===== src/sv/ard_pkg.sv =====
package ard_pkg;

   typedef enum logic [3:0] {
      PH_COUNT_LO = 4'd0,
      PH_COUNT_HI = 4'd1,
      PH_NAME_LEN = 4'd2,
      PH_NAME     = 4'd3,
      PH_SIZE0    = 4'd4,
      PH_SIZE1    = 4'd5,
      PH_SIZE2    = 4'd6,
      PH_DATA     = 4'd7,
      PH_TRAIL    = 4'd8
   } phase_type;

   localparam logic [1:0] OP_BYTE = 2'd0;
   localparam logic [1:0] OP_LAST = 2'd1;
   localparam logic [1:0] OP_END  = 2'd2;

   localparam logic [2:0] KIND_COUNT   = 3'd0;
   localparam logic [2:0] KIND_NAMELEN = 3'd1;
   localparam logic [2:0] KIND_NAME    = 3'd2;
   localparam logic [2:0] KIND_SIZE    = 3'd3;
   localparam logic [2:0] KIND_DATA    = 3'd4;
   localparam logic [2:0] KIND_TRAIL   = 3'd5;
   localparam logic [2:0] KIND_NONE    = 3'd6;

   typedef struct packed {
      logic [1:0] opcode;
      logic [7:0] in_byte;
   } ard_req_type;

   typedef struct packed {
      logic [7:0]  out_byte;
      logic [2:0]  byte_kind;
      logic [15:0] entry_number;
      logic        field_end;
      logic [23:0] field_length;
      logic        entry_done;
      logic        archive_done;
      logic        status;
   } ard_rsp_type;

   typedef struct packed {
      phase_type   phase;
      logic [7:0]  count_low;
      logic [15:0] entries_left;
      logic [15:0] current_entry;
      logic [23:0] field_remaining;
      logic [15:0] size_partial;
   } ard_state_type;

   localparam ard_state_type ARD_STATE_RESET = '{
      phase:           PH_COUNT_LO,
      count_low:       8'd0,
      entries_left:    16'd0,
      current_entry:   16'd0,
      field_remaining: 24'd0,
      size_partial:    16'd0
   };

endpackage


===== src/sv/ard_decode.sv =====
module ard_decode
   import ard_pkg::*;
(
   input  ard_state_type cur,
   input  ard_req_type   req,
   output ard_state_type nxt,
   output ard_rsp_type   rsp
);

   logic [15:0] count_value;
   logic [23:0] size_value;
   logic [23:0] remaining_dec;
   logic [15:0] entries_dec;
   logic [15:0] entry_inc;
   logic        has_byte;

   assign count_value   = {req.in_byte, cur.count_low};
   assign size_value    = {req.in_byte, cur.size_partial};
   assign remaining_dec = cur.field_remaining - 24'd1;
   assign entries_dec   = cur.entries_left - 16'd1;
   assign entry_inc     = cur.current_entry + 16'd1;
   assign has_byte      = (req.opcode == OP_BYTE) || (req.opcode == OP_LAST);

   always_comb begin
      nxt = cur;
      rsp = '0;
      rsp.byte_kind = KIND_NONE;
      if (has_byte) begin
         rsp.out_byte     = req.in_byte;
         rsp.entry_number = cur.current_entry;
         case (cur.phase)
            PH_COUNT_HI: begin
               rsp.byte_kind     = KIND_COUNT;
               rsp.entry_number  = 16'd0;
               rsp.field_end     = 1'b1;
               rsp.field_length  = {8'd0, count_value};
               nxt.entries_left  = count_value;
               nxt.current_entry = 16'd0;
               if (count_value == 16'd0) begin
                  rsp.archive_done = 1'b1;
                  nxt.phase        = PH_TRAIL;
               end else begin
                  nxt.phase = PH_NAME_LEN;
               end
            end
            PH_NAME_LEN: begin
               rsp.byte_kind    = KIND_NAMELEN;
               rsp.field_end    = 1'b1;
               rsp.field_length = {16'd0, req.in_byte};
               if (req.in_byte == 8'd0) begin
                  nxt.phase = PH_SIZE0;
               end else begin
                  nxt.field_remaining = {16'd0, req.in_byte};
                  nxt.phase           = PH_NAME;
               end
            end
            PH_NAME: begin
               rsp.byte_kind       = KIND_NAME;
               nxt.field_remaining = remaining_dec;
               if (remaining_dec == 24'd0) begin
                  rsp.field_end = 1'b1;
                  nxt.phase     = PH_SIZE0;
               end
            end
            PH_SIZE0: begin
               rsp.byte_kind    = KIND_SIZE;
               nxt.size_partial = {8'd0, req.in_byte};
               nxt.phase        = PH_SIZE1;
            end
            PH_SIZE1: begin
               rsp.byte_kind    = KIND_SIZE;
               nxt.size_partial = {req.in_byte, cur.size_partial[7:0]};
               nxt.phase        = PH_SIZE2;
            end
            PH_SIZE2: begin
               rsp.byte_kind    = KIND_SIZE;
               rsp.field_end    = 1'b1;
               rsp.field_length = size_value;
               if (size_value == 24'd0) begin
                  // empty data field closes the entry right here
                  rsp.entry_done    = 1'b1;
                  nxt.entries_left  = entries_dec;
                  nxt.current_entry = entry_inc;
                  if (entries_dec == 16'd0) begin
                     rsp.archive_done = 1'b1;
                     nxt.phase        = PH_TRAIL;
                  end else begin
                     nxt.phase = PH_NAME_LEN;
                  end
               end else begin
                  nxt.field_remaining = size_value;
                  nxt.phase           = PH_DATA;
               end
            end
            PH_DATA: begin
               rsp.byte_kind       = KIND_DATA;
               nxt.field_remaining = remaining_dec;
               if (remaining_dec == 24'd0) begin
                  rsp.field_end     = 1'b1;
                  rsp.entry_done    = 1'b1;
                  nxt.entries_left  = entries_dec;
                  nxt.current_entry = entry_inc;
                  if (entries_dec == 16'd0) begin
                     rsp.archive_done = 1'b1;
                     nxt.phase        = PH_TRAIL;
                  end else begin
                     nxt.phase = PH_NAME_LEN;
                  end
               end
            end
            PH_TRAIL: begin
               rsp.byte_kind = KIND_TRAIL;
            end
            default: begin
               rsp.byte_kind    = KIND_COUNT;
               rsp.entry_number = 16'd0;
               nxt.count_low    = req.in_byte;
               nxt.phase        = PH_COUNT_HI;
            end
         endcase
         if (req.opcode == OP_LAST) begin
            rsp.status = (nxt.phase != PH_TRAIL);
            nxt        = ARD_STATE_RESET;
         end
      end else begin
         // end of buffer with no word, unused opcode included
         rsp.status = (cur.phase != PH_TRAIL);
         nxt        = ARD_STATE_RESET;
      end
   end

endmodule


===== src/sv/archive_record_deframer_unit.sv =====
// Archive record deframer. Takes one buffer byte per word and returns one tagged result
// word per input word, in order. Throughput is one word per clock cycle without stalls;
// a word passes the input register, then the result register. The parse state is
// updated once per word in the single decode stage between the two registers, so
// consecutive bytes flow without gaps. rsp_ready low stalls the result register and
// then the input register; req_ready stays high while either can still move.
module archive_record_deframer_unit
   import ard_pkg::*;
(
   input  logic        clock,
   input  logic        reset,
   input  logic        req_valid,
   output logic        req_ready,
   input  ard_req_type req_data,
   output logic        rsp_valid,
   input  logic        rsp_ready,
   output ard_rsp_type rsp_data
);

   logic          req_valid_ff;
   ard_req_type   req_data_ff;
   logic          rsp_valid_ff;
   ard_rsp_type   rsp_data_ff;
   ard_state_type state_ff;
   ard_state_type state_in;
   ard_rsp_type   rsp_data_in;
   logic          advance;

   assign advance   = req_valid_ff && (!rsp_valid_ff || rsp_ready);
   assign req_ready = !req_valid_ff || advance;

   ard_decode u_decode (
      .cur (state_ff),
      .req (req_data_ff),
      .nxt (state_in),
      .rsp (rsp_data_in)
   );

   always_ff @(posedge clock) begin
      if (reset) begin
         req_valid_ff <= 1'b0;
         rsp_valid_ff <= 1'b0;
         state_ff     <= ARD_STATE_RESET;
      end else begin
         if (req_ready) begin
            req_valid_ff <= req_valid;
         end
         if (advance) begin
            rsp_valid_ff <= 1'b1;
            state_ff     <= state_in;
         end else if (rsp_ready) begin
            rsp_valid_ff <= 1'b0;
         end
      end
   end

   always_ff @(posedge clock) begin
      if (req_ready && req_valid) begin
         req_data_ff <= req_data;
      end
      if (advance) begin
         rsp_data_ff <= rsp_data_in;
      end
   end

   assign rsp_valid = rsp_valid_ff;
   assign rsp_data  = rsp_data_ff;

endmodule


===== config.mk =====
export PLATFORM = sky130hd
export DESIGN_NAME = archive_record_deframer_unit
export DESIGN_NICKNAME = d
export VERILOG_FILES = /design/src/sv/ard_pkg.sv /design/src/sv/ard_decode.sv /design/src/sv/archive_record_deframer_unit.sv
export SDC_FILE = /design/constraint.sdc
export NUM_CORES = 1
export LEC_CHECK = 0
export BUFFER_PORTS_ARGS = -buffer_cell sky130_fd_sc_hd__buf_2
export CAP_MARGIN = 10
export CORE_MARGIN = 4
export CORE_UTILIZATION = 46
export DETAILED_ROUTE_END_ITERATION = 10
export HOLD_SLACK_MARGIN = 0.02
export PLACE_DENSITY = 0.76
export SYNTH_ARGS = -nofsm -noshare
export SYNTH_HDL_FRONTEND = slang
export SYNTH_SLANG_ARGS = --single-unit

===== constraint.sdc =====
create_clock -name clock -period 3.4 [get_ports clock]
set_clock_uncertainty 0.1 [all_clocks]
set_input_delay 0.17 -clock clock [delete_from_list [all_inputs] [get_ports clock]]
set_output_delay 0.17 -clock clock [all_outputs]
set_load 0.01 [all_outputs]

==> qor.txt, run 1 <==
Pin count of the biggest net entering global routing = 54
Antenna violations before repair = 0
WHS = 0.0595 ns
Final Max Tran Viols = 0
Dpl hpwl = 16200 um
Max Cap Violations = 0
DRC errors left = 0
Crit start category = flop
CP Cell Sequence = inv_1 -> ha_1 -> or4b_1 -> or3_1 -> xnor2_1 -> nor4_1 -> nand4_1 -> o32ai_1 -> a21oi_1 -> a211oi_2
Async SR Flop Fraction = 0%
Lkg Pwr = 3.59 nW
Cell Area, Placed = 8710 um^2
Die Y = 139 um
Sequential area share after synthesis = 46.6%
RSZ-0062 raised after global routing = no
Post-synth EDFFs = 65
Total GRT Usage = 23.3%
Post-synthesis mux area share = 0%
Multi-input gate area = 3920 um^2
Slowest stage cell, crit path = or4b_1
Post-Synth Simple-Gate Area = 26.8%
Antenna cells = 0
Post-Syn Instances = 898
Slew headroom = 26.2%
Largest family of logic cells by synthesized area = simple AND/OR/NAND/NOR gates
Worst Setup End Kind = flop
Worst Path Arrival = 3.36 ns
Mapped cell area = 7880 um^2
First-pass GRT wire length = 36300 um
Seq cells post-synth = 151
Crit Path Category = reg2reg
FF+latch area = 3670 um^2
Syn_nets = 917
Synth top cells by count = 121 x nor2_1, 99 x nand2_1, 86 x dfxtp_1, 65 x edfxtp_1, 64 x a21oi_1
Final net count = 1020
Top post-synthesis cells by area = edfxtp_1 25%, dfxtp_1 22%, nor2_1 5.8%, nand2_1 4.7%, a21oi_1 4.1%
CP max stage delay = 0.50 ns
Share of the synthesized area in the top cell type = 24.8%
Post-layout minimum cycle time = 3.23 ns
Deepest clock path buffer count = 2
Post-route ant nets = 0
H-tree depth = 4
Top delay family on crit path = simple AND/OR/NAND/NOR gates
Die ar. = 19300 um^2
Number of I/O pins = 71
Vias in the first global route = 6848
Clk root buf = clkbuf_16
Via Count = 7619
HP Class = in2reg
Final hold vios = 0
Worst Path Max Fanout = 7
Fmax = 310 MHz
Compound-Gate Fraction of Synth Area = 18.9%
Syn Area/Cell = 8.78 um^2
Core ar. = 16700 um^2
CTS tree = yes
Initial Util = 47.2%
YS warnings = 0
Fillers = 1471
Xor/xnor share of the synthesized area = 3.00%
Post-Synth Adder-Cell Area = 0.794%
Layout cells sized above 1 = 18.0%
Synth area leader = edfxtp_1
Routability cong. = 0.972
CTS sink cnt = 151
Die width = 139 um
CP Buf/Inv Count = 1
Avg WL per Cell = 18.7 um
Max VDD drop = 347 uV
Total gr overflow = 0
Worst-skew pair later-pin latency = 0.43 ns
Setup_tns = 0 ns
Count leader, synth = nor2_1
Worst Slack Setup Final = 0.173 ns
Pre-CTS setup slack = 0.239 ns
Synth Flop Type = dfxtp_1
Pwr dens = 429 nW/um^2
Initial DRC count = 1299
Syn-to-layout area delta = 19.5%
Status = finished clean
Drt first pass iters = 9
Routed WL = 23100 um
Vias per std cell = 6.17
Num CTS Buffers = 17
Slew @ Worst Pin = 1.10 ns
Post-Layout Inst Area = 9420 um^2
Final Setup Violations = 0
Port Buffers = 70
Netlist cell types = 68
CP required = 3.53 ns
Final Cycle Share = 94.9%
CTS clk-pin slew, worst paths = 0.06 ns
FP Rows = 47
-- path summary, 6_finish.rpt --
path	depth (start not counted)	slack (ns)	start	to
max	10	0.17	state_ff[56]	rsp_data[1]
min	2	0.06	reset	state_ff[41]
max reg2reg	10	0.17	state_ff[56]	rsp_data[1]
min reg2reg	2	0.39	state_ff[57]	state_ff[57]
-- area by class of cell --
class / instances / area share [%]
Clock buffer: 18 / 4.55
Clock inverter: 14 / 1.47
Inverter: 18 / 0.717
Multi-Input combinational cell: 672 / 41.6
Sequential cell: 151 / 39.0
Tap cell: 220 / 2.92
Timing Repair Buffer: 141 / 9.72
-- sequential cells by signal (all words and copies together) (netlist names) --
name / cells
rsp_valid: 1
req_data_ff: 10
state_ff: 84
req_valid_ff: 1
rsp_data: 55
-- kinds of logic after synthesis --
family / after synthesis
and+or+nand+nor: 420
AOI/OAI and AO/OA: 220
DFF: 151
buffers and inverters: 75
xor gates and xnor gates: 27
adders and majority gates: 5
-- what timing repair did --
item                                    CTS  global route
endpoints found under the hold margin    12             0
buffers inserted                          0             0
resized for setup                         0             2
endpoints found under the setup margin    0             1
hold buffers                             13             0
-- per-stage QoR --
stage / util (%) / power (mW) / instances
6_report: 56.4 / 4.04 / 1234
5_1_grt: 56.4 / 4.16 / 1234
4_1_cts: 56.4 / 4.06 / 1234
3_5_place_dp: 52.2 / 2.24 / 1189
3_3_place_gp: 52.2 / 2.24 / 1189
2_1_floorplan: - / 2.13 / 898
-- routing by layer --
layer	part of all wire [%]	global-route usage, %
met3	12	6.00
met5	0	0
met1	43	33.7
met4	2.8	7.83
met2	43	34.0
-- power by group --
| part | switching, mW | total [mW] | internal, mW |
|---|---|---|---|
| sequential | 0.0242 | 1.96 | 1.93 |
| combinational | 0.174 | 0.262 | 0.0874 |
| clock | 0.802 | 1.83 | 1.02 |
| total | 1.00 | 4.04 | 3.04 |
-- placed cells by master (no fill, tap or decap), types with 7 or more instances in the layout --
cell type / synthesis / routed
edfxtp_1: 65 / 65
dlygate4sd3_1: 0 / 13
a222oi_1: 7 / 7
dfxtp_1: 86 / 86
o21ai_1: 8 / 8
nand3_1: 26 / 26
o21ai_0: 37 / 37
a21o_1: 11 / 11
buf_2: 4 / 70
clkbuf_16: 0 / 17
xnor2_1: 20 / 20
or3_1: 11 / 11
nor4_1: 16 / 16
a21oi_1: 64 / 64
nor2b_1: 13 / 13
o31ai_1: 7 / 7
inv_1: 17 / 16
nand4_1: 13 / 13
a221o_1: 9 / 9
nand2_1: 99 / 99
nand2b_1: 7 / 7
o41ai_1: 11 / 11
a22oi_1: 27 / 27
nor2_1: 121 / 120
and2_1: 28 / 28
nor3_1: 41 / 39
buf_4: 2 / 58
xor2_1: 7 / 7
(Power assumes the default switching activity.)
==> run 2: changes to the inputs <==
Settings changed: ABC_AREA set to 1.
==> qor.txt, run 2 <==
Post-CTS setup buffers = 0
Max VDD drop = 371 uV
Post-route ant nets = 0
RR Startpoint = state_ff[22]
GRT busiest layer = met2
Post-layout util = 55.1%
Clock power frac = 42.3%
Vias per std cell = 5.46
Core ar. = 17500 um^2
Commonest non-fill, non-tap cells in the layout = 315 x nand2_1, 168 x nor2_1, 155 x inv_1, 92 x a21oi_1, 86 x dfxtp_1
RSZ-0062 raised after global routing = no
Synth Flop Type = dfxtp_1
Post-Syn Instances = 1185
CP required = 3.63 ns
CTS tree = yes
Mapped cell area = 8330 um^2
Sw frac = 28.9%
Total GRT Usage = 23.8%
Final net count = 1287
Slew @ Worst Pin = 0.730 ns
Synth area leader = edfxtp_1
Slew headroom = 51.3%
Lkg Pwr = 4.36 nW
Worst Setup End Kind = flop
Layout cells sized above 1 = 11.6%
Seq pwr share = 43.5%
CTS hold repair buffers = 12
WHS = 0.232 ns
Max Cap Violations = 0
CTS clk-pin slew, worst paths = 0.07 ns
Overall power = 4.64 mW
Routability cong. = 0.967
Clk root buf = clkbuf_16
Post-layout minimum cycle time = 3.03 ns
Dpl hpwl = 17200 um
Internal power = 3.30 mW
CTS sink cnt = 151
Met1 global-route usage = 33.7%
Pre-CTS setup slack = 0.429 ns
Largest register FFs = 84
Antenna cells = 0
Port Buffers = 70
Number of I/O pins = 71
Seq cells post-synth = 151
Initial DRC count = 1241
DRC errors left = 0
YS warnings = 0
Die Y = 143 um
Pwr dens = 480 nW/um^2
Die width = 143 um
Resized cells post-CTS = 0
Vias in the first global route = 7487
Die ar. = 20300 um^2
Routed WL = 24000 um
Share of the synthesized area in the top cell type = 23.4%
Post-synth EDFFs = 65
Worst Hold Path EP = state_ff[67]
Netlist cell types = 41
Hold wc startpoint = reset
Sequential area share after synthesis = 44.1%
Syn Area/Cell = 7.03 um^2
Worst Slack Setup Final = 0.368 ns
Synth top cells by count = 315 x nand2_1, 168 x nor2_1, 155 x inv_1, 92 x a21oi_1, 86 x dfxtp_1
Setup_tns = 0 ns
R2R cell count = 17
Sw Pwr = 1.34 mW
Final Max Tran Viols = 0
Worst-skew pair later-pin latency = 0.44 ns
Top post-synthesis cells by area = edfxtp_1 23%, dfxtp_1 21%, nand2_1 14%, nor2_1 7.6%, inv_1 7.0%
Async SR Flop Fraction = 0%
HP Class = in2reg
Antenna violations before repair = 0
Num CTS Buffers = 17
H-tree depth = 4
First-pass GRT wire length = 38400 um
Status = finished clean
Hold Path Stages = 4
Final hold vios = 0
Met2 Use GR = 36.4%
Drt first pass iters = 6
Deepest clock path buffer count = 2
Initial Util = 47.5%
Worst Path Arrival = 3.26 ns
Syn_nets = 1204
Pin count of the biggest net entering global routing = 53
Critical R2R Capture = state_ff[60]
Combinational power share = 14.1%
Via Count = 8222
Final Setup Violations = 0
Most common cell after layout, fill and taps aside = nand2_1
Total gr overflow = 0
Largest reg by FF count = state_ff
Final Cycle Share = 89.2%
M3 GR Usage = 5.41%
Fmax = 330 MHz
Worst reg-to-reg setup slack = 0.37 ns
FP Rows = 48
Count leader, synth = nand2_1
Crit start category = flop
Worst Path Max Fanout = 52
Syn-to-layout area delta = 16.0%
Avg WL per Cell = 16.0 um
Crit Path Category = reg2reg
==> run 2: cell type report <==
class | count | area, um^2
clock buffer | 19 | 443
clock inverter | 13 | 159
fill | 1670 | 7880
inverter | 162 | 608
multi-input combinational | 831 | 3850
sequential | 151 | 3670
tap | 225 | 282
timing repair buffer | 105 | 643
==> run 2: cells by family (layout without fill, tap and decap cells) <==
kind of cell / after synthesis / in the layout / share of synthesized area (%)
XOR/XNOR: 12 / 12 / 1.26
AO/OA/AOI/OAI: 188 / 188 / 12.4
buffers and inverters: 203 / 299 / 9.68
AND/OR/NAND/NOR: 626 / 626 / 31.8
adder cells (fa/ha/maj): 5 / 5 / 0.751
flip-flops: 151 / 151 / 44.1
==> run 2: critical path: stages, from the launching register on <==
cell and delay (ns):
dfxtp_1 0.35, nor2_2 0.16, nand2_1 0.10, nor2_2 0.34, nand2_1 0.12, inv_1 0.10, nand2_1 0.05, nand2_1 0.17
nand2_1 0.08, nor2_1 0.15, nand2_1 0.07, nor2_1 0.12, nand2_1 0.11, nand3_2 0.23, nand3_4 0.08, buf_4 0.30
a21oi_1 0.21, nor2_1 0.06
==> run 2: power groups by stage <==
stage / logic (mW) / clock network [mW] / registers (mW)
after global routing: 0.731 / 2.06 / 2.03
after CTS: 0.646 / 1.98 / 2.02
after floorplan: 0.449 / 0 / 2.06
final: 0.655 / 1.96 / 2.02
after detailed placement: 0.629 / 0 / 2.06
after global placement: 0.619 / 0 / 2.06
==> run 2: worst max path at each step <==
stage | startpoint | end | slack (ns) | cells past startpoint
2_1_floorplan | rsp_valid | state_ff[0] | 0.19 | 7
3_3_place_gp | state_ff[18] | state_ff[66] | 0.48 | 17
3_5_place_dp | state_ff[21] | state_ff[66] | 0.43 | 17
4_1_cts | state_ff[22] | state_ff[60] | 0.41 | 17
5_1_grt | state_ff[21] | state_ff[57] | 0.08 | 18
6_report | state_ff[22] | state_ff[60] | 0.37 | 17
==> run 2: routing by layer <==
| layer | part of all wire (%) | vias up |
|---|---|---|
| met1 | 44 | 3758 |
| met5 | 0 | - |
| li1 | - | 4026 |
| met4 | 2.3 | 0 |
| met2 | 43 | 385 |
| met3 | 10 | 53 |
==> run 2: through the flow <==
| step | cell area, um^2 | cells |
|---|---|---|
| after detailed placement | 8940 | 1462 |
| after CTS | 9660 | 1506 |
| after global routing | 9660 | 1506 |
| after global placement | 8940 | 1462 |
| after floorplan | 8330 | 1185 |
| final | 9660 | 1506 |
